--- src/rtl/rebc_ram.sv ---
// Generic single-port-write, single-read RAM with registered read data.
// No dependencies.
`default_nettype none
module rebc_ram #(
   parameter int Width = 8,
   parameter int Depth = 32
) (
   input  wire logic                     clock,
   input  wire logic                     wr_en,
   input  wire logic [$clog2(Depth)-1:0] wr_addr,
   input  wire logic [Width-1:0]         wr_data,
   input  wire logic [$clog2(Depth)-1:0] rd_addr,
   output logic      [Width-1:0]         rd_data
);
   logic [Width-1:0] mem_ff [Depth];
   always_ff @(posedge clock) begin
      if (wr_en) mem_ff[wr_addr] <= wr_data;
      rd_data <= mem_ff[rd_addr];
   end
endmodule
`default_nettype wire

--- config.mk ---
export PLATFORM = sky130hd
export DESIGN_NAME = rebc_ram
export DESIGN_NICKNAME = d
export VERILOG_FILES = /design/src/rtl/rebc_ram.sv
export SDC_FILE = /design/constraint.sdc
export NUM_CORES = 1
export LEC_CHECK = 0
export BUFFER_PORTS_ARGS = -buffer_cell sky130_fd_sc_hd__buf_2
export CELL_PAD_IN_SITES_DETAIL_PLACEMENT = 0
export CELL_PAD_IN_SITES_GLOBAL_PLACEMENT = 1
export CORE_MARGIN = 2
export CORE_UTILIZATION = 30
export CTS_CLUSTER_DIAMETER = 30
export DETAILED_ROUTE_END_ITERATION = 8
export GPL_TIMING_DRIVEN = 0
export MAX_ROUTING_LAYER = met4
export PLACE_DENSITY_LB_ADDON = 0.1
export SLEW_MARGIN = 20
export SYNTH_ARGS = -nofsm -noshare
export SYNTH_HDL_FRONTEND = slang
export SYNTH_SLANG_ARGS = --single-unit
--- constraint.sdc ---
create_clock -name clock -period 2.09 [get_ports clock]
set_clock_uncertainty 0.05 [all_clocks]
set_input_delay 0 -clock clock [delete_from_list [all_inputs] [get_ports clock]]
set_output_delay 0 -clock clock [all_outputs]
set_load 0.03 [all_outputs]
After elaboration in Yosys (flattened, before gate mapping). Memory sizes are Yosys's and may differ from the RTL's. A register that Yosys moved wholly into a read port is not among the register bits. Cells that the tools add are included.

Output and inout bits: 8. Memories kept: 1. Memory bits (writable): 256. Word-level logic and storage cells: 3. Bits in registers: 0. Input bits: 20.

Memory list: mem_ff (words 32, bits a word 8, read ports 1, clocked after Yosys merged registers in 1, wr ports 1, RTL line 15) `logic [Width-1:0] mem_ff [Depth];`.

Muxes and demuxes: 2.

Operators with widths (number): $mux W1 (2).

Longest topological paths before layout. Gate-level depths: netlist of run 1.

Depth in word-level cells: 2. Gate-level depth with buffers: 5. Gate-level depth less buffers: 3.

Worst setup path before layout of run 1. OpenSTA, ideal clock, no wires.

Path kind: input -> register. Start point: input port rd_addr[2]. End point: register rd_data[0], read port of mem_ff. Setup slack: 238 ps. Buffers on the path: 2. Arrival: 1682 ps. Data required time: 1919 ps. Setup time: 121 ps. Stages: 5. Path through: clkbuf_1 > clkbuf_1 > mux4_2 > mux4_2 > mux2_2.

RTL lines: start, declared (RTL line 12) `input wire logic [$clog2(Depth)-1:0] rd_addr,`; end, declared (RTL line 13) `output logic [Width-1:0] rd_data`.

==> summary.md, run 1 <==
• **Power, Total** 0.01529 W
• **number of sinks driven by the clock tree** 264
• **wl on met1** 10590 um
• **total inserted antenna cells** 0
• **TritonCTS buffer count** 55
• **category of the critical setup timing path** primary input to register
• **mean post-synth cell area** 24.11 um^2
• **routed vias** 4570
• **core region area** 33280 um^2
• **Clk Latency, worst-skew pair** 0.55 ns
• **source of the worst register-to-register timing path** mem_ff[29][4]
• **final number of setup-violating endpoints** 0
• **average routed wire per standard cell** 23.82 um
• **area leader, netlist** edfxtp_1
• **Worst Hold Class** primary input to register
• **Final Critical Period** 2.034 ns
• **cell leakage power** 4.044 nW
• **count of final hold-check violations** 11
• **overall die area** 34990 um^2
• **internal power of the cells** 0.01213 W
• **number of max-capacitance violations reported** 0
• **normalized max-slew margin** 0.3880
• **Root Buffer Master** clkbuf_16
• **Horiz. Die Dim** 187.1 um
• **number of global-route vias before repair** 4942
• **source of the critical timing path** rd_addr[2]
• **number of buffers between clock root and the deepest sink** 3
• **clock transition time at the flip-flop clock pins of the worst setup and hold paths** 0.05 ns
• **HPWL after detailed placement** 15070 um
• **overall die height** 187.1 um
• **maximum number of pins on one net before global-route repair** 33
• **total nets after synthesis** 437
• **number of instances in the synthesized netlist** 417
• **standard cell area after detailed placement** 10720 um^2
• **residual DRC count** 0
• **Non-Filler Cell Area, Final** 12680 um^2
• **violations in the final reports** hold timing
• **kind of end point of the critical path** register
• **Routed Antenna Nets** 0
• **Initial Utilization** 0.3021
• **register bit total from synthesis** 264
• **synthesis warning total** 0
• **Post-synth top flop** edfxtp_1
• **Min-Delay Startpoint** wr_data[3]
• **TritonCTS clock tree** built
• **area of the mapped netlist** 10050 um^2
• **Placer Congestion** 0.7280
• **Layout Nets** 521
• **most used standard cell by instance count after synthesis** edfxtp_1
• **number of buffers inserted by port buffering** 22
• **share of total power consumed by net switching** 0.2064
• **global-route wire length before repair** 34390 um
• **Peak supply drop** 0.6173 mV
• **Vias/cell** 4.602
• **switching power of the nets** 0.003155 W
• **number of antenna violations at the first check in global routing** 0
• **most frequent cells after synthesis** edfxtp_1, mux4_2, nor2_1, dfxtp_1, mux2_2
• **count of distinct cell types in the synthesized netlist** 15
• **area added between synthesis and finish** 26.15%
• **detailed-routed wire length on met3** 1774 um
• **unrepaired setup endpoints after global routing** false
• **share of flip-flops with an asynchronous set or reset** 0
• **fill cell instance count of the final layout** 3027
• **required time worst endpoint** 2.46 ns
• **critical path launch point type** primary input
• **IO Count** 28
• **fraction of layout instances using a drive strength above 1** 0.3982
• **Critical Path Fanout Max** 10
• **share of the yosys chip area belonging to registers** 0.7806
• **starting DRC count in detailed routing** 323
• **Worst-Margin Slew** 0.9180 ns
• **Max Clk Rate** 0.4916 GHz
• **setup bufs post-CTS** 0
• **power density normalized to cell area** 1205 nW/um^2
• **combinational share of power** 0.042
• **Hold Slack** -0.009783 ns
• **first-pass detailed-route iteration total** 4
• **met2 wire len** 10830 um
• **power share of the clock group** 0.571
• **Flop pwr share** 0.387
• **portion of the clock cycle consumed by the worst path in the final layout** 0.9734
• **total wire length** 23650 um
• **crit path DAT** 2.40 ns
• **Slew Limit Fails** 0
• **result of the run** finished, violations left
• **overall track demand over capacity in global routing** 0.1431
• **top area cells in the synthesized netlist** edfxtp_1, mux4_2, dfxtp_1, nor2_1, mux2_2
• **top cell type's share of synthesized area** 0.7647
• **count of flip-flops with a built-in enable after synthesis** 256
• **highest layer used for signal routing** met4
• **htree depth** 2
• **total congestion overflow after global routing** 0
• **number of placement rows** 67
-- critical path, stage by stage --
cell and delay [ns]:
clkbuf_1 0.49, clkbuf_1 0.60, mux4_2 0.46, mux4_2 0.52
mux2_2 0.33
-- area by class of cell --
cell class	instances	area, um^2	share of cell area
sequential	264	7848	0.6188
multi-input combinational	133	2100	0.1655
clock buffer	62	1423	0.1122
tap	448	560.5	0.04420
clock inverter	39	467.9	0.03690
timing repair buffer	27	160.2	0.01263
buffer	20	123.9	0.009767
-- worst paths after layout --
path	cells after the start	to	slack, ns
worst min register to register	3	rd_data[6]	0.88
worst min-delay path	1	mem_ff[27][3]	-0.01
worst max-delay path	5	rd_data[4]	0.06
worst max register to register	3	rd_data[4]	0.18
-- sequential cells by signal (all words and copies together), names as in the netlist --
register	cells
mem_ff	256
rd_data	8
-- cells by family after synthesis --
| group | count (synthesis) | synth area share |
|---|---|---|
| buffers and inverters | 20 | 0.01058 |
| AND/OR/NAND/NOR | 45 | 0.02066 |
| flip-flops | 264 | 0.7806 |
| multiplexers | 88 | 0.1882 |
-- power by group through the flow --
stage	sequential (W)	clock [W]	combinational (W)
after CTS	0.00592	0.00888	0.000656
after floorplan	0.00606	0	0.000314
after global placement	0.00601	0	0.000636
after global routing	0.00592	0.00915	0.000685
final	0.00592	0.00873	0.000635
after detailed placement	0.00602	0	0.000646
-- routing by layer --
metal  vias up  track usage
li1       1970            -
met1      2413       0.1979
met2       149       0.2093
met3        38      0.03602
met4         0      0.04182
met5         -            -
-- cells in the final DEF, fill, tap and decap left out --
cell type / Yosys / final
clkinvlp_4: 0 / 9
clkbuf_1: 6 / 9
nand3b_1: 5 / 5
clkbuf_16: 0 / 55
mux4_2: 80 / 80
bufinv_16: 0 / 9
clkbuf_2: 0 / 2
clkinv_1: 0 / 4
dlygate4sd3_1: 0 / 5
buf_4: 6 / 6
clkinv_4: 0 / 2
buf_6: 1 / 1
mux2_2: 8 / 8
or3b_2: 3 / 3
buf_1: 6 / 4
edfxtp_1: 256 / 256
nor2_1: 33 / 33
clkbuf_8: 0 / 2
buf_2: 1 / 23
nand3_1: 2 / 2
or3_1: 1 / 1
dfxtp_1: 8 / 8
inv_6: 0 / 6
clkinv_2: 0 / 9
nand2_1: 1 / 1
clkdlybuf4s15_2: 0 / 2
-- through the flow --
stage / std cells / setup TNS (ns) / hold WS (ns) / util / setup slack [ns]
6_report: 993 / 0 / -0.009783 / 0.3811 / 0.05564
5_1_grt: 993 / 0 / 0.007531 / 0.3811 / 0.01917
4_1_cts: 993 / 0 / 0.002119 / 0.3811 / 0.03689
3_5_place_dp: 887 / -5.641 / 0.3903 / 0.3222 / -0.7275
3_3_place_gp: 887 / -5.371 / 0.3909 / 0.3222 / -0.6974
2_1_floorplan: 417 / 0 / 0.04887 / - / 0.2376
-- repair_timing --
action	in CTS	in global routing
endpoints found under the hold margin	98	0
hold buffers	5	0
gates resized for setup	6	0
setup endpoints to repair	8	0
No activity file was read; power rests on OpenSTA's default activity.
==> run 2: changes to the inputs <==
- CORE_MARGIN: 2 -> unset
==> run 2 against run 1 <==
The run still ends with hold timing left; via count up 1.2%; combinational power grew 0.8%; total power increased by 0.73%; final cell count up 0.20%; die area is 2.1% lower; count of clock-buffer cells in the layout up 8; first-iteration DRC count fell by 4.6%; sequential power barely moved; register-to-register slack is essentially flat; global-route usage grew 0.86 points; largest cell class unchanged.
==> summary.md, run 2 (synthesis gave the netlist of run 1 again) <==
• **result of the run** finished, violations left, unchanged
• **violations in the final reports** hold timing, unchanged
• **Min-Delay Startpoint** wr_data[0], was wr_data[3]
• **Critical Path Slowest Stage Cell** clkdlybuf4s15_2, was clkbuf_1
• **TritonCTS buffer count** 56, was 55
• **Layout Nets** 525, was 521
• **biggest registers after layout** mem_ff x256, rd_data x8, unchanged
• **Flop pwr share** 0.385, was 0.387
• **combinational share of power** 0.042, about the same
• **number of placement rows** 66, was 67
• **Worst-Margin Slew** 0.9458 ns, was 0.9180 ns
• **internal power of the cells** 0.01229 W, was 0.01213 W
• **final cell count without fillers** 995, was 993
• **total wire length** 23980 um, was 23650 um
• **TritonCTS clock tree** built, unchanged
• **Hold Slack** -0.01458 ns, was -0.009783 ns
• **crit-path leading delay family** multiplexers, unchanged
• **Critical Path Fanout Max** 10, unchanged
• **Horiz. Die Dim** 185.1 um, was 187.1 um
• **number of antenna violations at the first check in global routing** 1, was 0
• **HPWL after detailed placement** 15010 um, was 15070 um
• **global-route wire length before repair** 34690 um, was 34390 um
• **unrepaired setup endpoints after global routing** false, unchanged
• **IO Count** 28, unchanged
• **Placer Congestion** 0.7122, was 0.7280
• **share of total power consumed by net switching** 0.2022, was 0.2064
• **core region area** 32780 um^2, was 33280 um^2
• **most common cell after layout, fill and taps aside** edfxtp_1, unchanged
• **Initial Utilization** 0.3067, was 0.3021
• **power share of the clock group** 0.574, was 0.571
• **clock transition time at the flip-flop clock pins of the worst setup and hold paths** 0.04 ns, was 0.05 ns
• **kind of end point of the critical path** register, unchanged
• **Max Clk Rate** 0.5074 GHz, was 0.4916 GHz
• **normalized max-slew margin** 0.3671, was 0.3880
• **Worst Path Buf+Inv** 2, unchanged
• **residual DRC count** 0, unchanged
• **routed vias** 4623, was 4570
• **category of the critical setup timing path** primary input to register, unchanged
• **fill cell instance count of the final layout** 2972, was 3027
• **cell leakage power** 4.087 nW, was 4.044 nW
• **number of global-route vias before repair** 5013, was 4942
• **number of buffers between clock root and the deepest sink** 3, unchanged
• **largest reg by FF count** mem_ff, unchanged
• **commonest cells after routing, fill and taps aside** edfxtp_1, mux4_2, clkbuf_16, unchanged
• **first-pass detailed-route iteration total** 4, unchanged
• **number of max-capacitance violations reported** 0, unchanged
• **source of the worst register-to-register timing path** mem_ff[21][4], was mem_ff[29][4]
• **power density normalized to cell area** 1209 nW/um^2, was 1205 nW/um^2
• **final number of setup-violating endpoints** 0, unchanged
• **fraction of layout instances using a drive strength above 1** 0.3888, was 0.3982
• **total inserted antenna cells** 0, unchanged
• **Clk Latency, worst-skew pair** 0.56 ns, was 0.55 ns
• **library cell appearing most often on the critical path** mux4_2
• **Root Buffer Master** clkbuf_16, unchanged
• **Slew Limit Fails** 0, unchanged
• **Seq. cell area** 7848 um^2, unchanged
• **standard cell area after detailed placement** 10720 um^2, about the same
• **flip-flop count of the largest register after layout** 256, unchanged
• **crit path DAT** 2.35 ns, was 2.40 ns
• **area added between synthesis and finish** 26.66%, was 26.15%
• **number of buffers inserted by port buffering** 22, unchanged
• **longest individual stage delay on the worst path** 0.56 ns, was 0.60 ns
• **overall die height** 185.1 um, was 187.1 um
• **average routed wire per standard cell** 24.10 um, was 23.82 um
• **list of cells traversed by the critical path** clkbuf_1, clkdlybuf4s15_2, mux4_2, mux4_2, mux2_2, was clkbuf_1, clkbuf_1, mux4_2, mux4_2, mux2_2
• **Non-Filler Cell Area, Final** 12730 um^2, was 12680 um^2
• **number of instances in the placed design** 881, was 887
• **Power, Total** 0.01540 W, was 0.01529 W
• **area of the multi-input gates** 2100 um^2, unchanged
• **Vias/cell** 4.646, was 4.602
• **setup bufs post-CTS** 0, unchanged
• **total congestion overflow after global routing** 0, unchanged
• **Peak supply drop** 0.6892 mV, was 0.6173 mV
• **starting DRC count in detailed routing** 308, was 323
• **number of sinks driven by the clock tree** 264, unchanged
• **htree depth** 2, unchanged
• **required time worst endpoint** 2.46 ns, about the same
• **portion of the clock cycle consumed by the worst path in the final layout** 0.9430, was 0.9734
• **overall track demand over capacity in global routing** 0.1518, was 0.1431
• **critical path launch point type** primary input, unchanged
• **Worst Hold Class** primary input to register, unchanged
• **Final Critical Period** 1.971 ns, was 2.034 ns
• **maximum number of pins on one net before global-route repair** 33, unchanged
• **source of the critical timing path** rd_addr[2], unchanged
• **overall die area** 34250 um^2, was 34990 um^2
• **Routed Antenna Nets** 0, unchanged
• **switching power of the nets** 0.003114 W, was 0.003155 W
• **count of final hold-check violations** 6, was 11
-- run 2: cell types whose count changed in the layout (fill, tap and decap cells not counted), moves of 2 or more --
| cell | delta |
|---|---|
| clkinvlp_4 | -4 |
| inv_6 | -4 |
| clkbuf_1 | +5 |
| dlygate4sd3_1 | +3 |
| clkinv_1 | +3 |
| clkbuf_16 | +2 |
| clkbuf_2 | +2 |
-- run 2: power groups by stage --
stage,clock (W),combinational (W),sequential [W]
3_3_place_gp,0,0.000643,0.00601
4_1_cts,0.00897,0.000664,0.00593
2_1_floorplan,0,0.000314,0.00606
5_1_grt,0.00924,0.000691,0.00593
3_5_place_dp,0,0.000651,0.00602
6_report,0.00884,0.000640,0.00592
-- run 2: repair_timing --
item | CTS | global route
pin swaps | 0 | 0
gates resized for setup | 6 | 1
hold endpoints to repair | 149 | 0
hold buffers | 8 | 0
setup endpoints to repair | 8 | 5
-- run 2: worst reg2reg max path, stage by stage (launching register included) --
cell	delay, ns
edfxtp_1	0.35
mux4_2	0.53
mux4_2	0.52
mux2_2	0.31
-- run 2: layer usage --
layer,global-route usage,vias up,share of wire
met5,-,-,0
met4,0.04959,0,0.020
met3,0.03225,39,0.049
met2,0.2254,126,0.46
met1,0.2077,2482,0.47
li1,-,1976,-
-- run 2: cell type report --
cell class / instances / area share
plain buffers: 20 / 0.009433
clock buffers: 70 / 0.1174
clock inverters: 36 / 0.03361
multi-input cells: 133 / 0.1649
flip-flops and latches: 264 / 0.6163
well taps: 442 / 0.04343
repair buffers: 30 / 0.01494
-- run 2: path summary, 6_finish.rpt --
path,end,slack (ns),cells past startpoint
min,mem_ff[10][0],-0.01,1
max,rd_data[3],0.12,5
max reg2reg,rd_data[4],0.18,3
min reg2reg,rd_data[7],0.90,3
-- run 2: metrics by stage --
stage / setup slack (ns) / setup TNS, ns / utilization / hold WS, ns
2_1_floorplan: 0.2376 / 0 / - / 0.04887
3_3_place_gp: -0.7418 / -5.970 / 0.3269 / 0.3887
3_5_place_dp: -0.7496 / -6.926 / 0.3269 / 0.3922
4_1_cts: 0.009182 / 0 / 0.3884 / 0.001676
5_1_grt: 0.04388 / 0 / 0.3884 / 0.006069
6_report: 0.1191 / 0 / 0.3884 / -0.01458
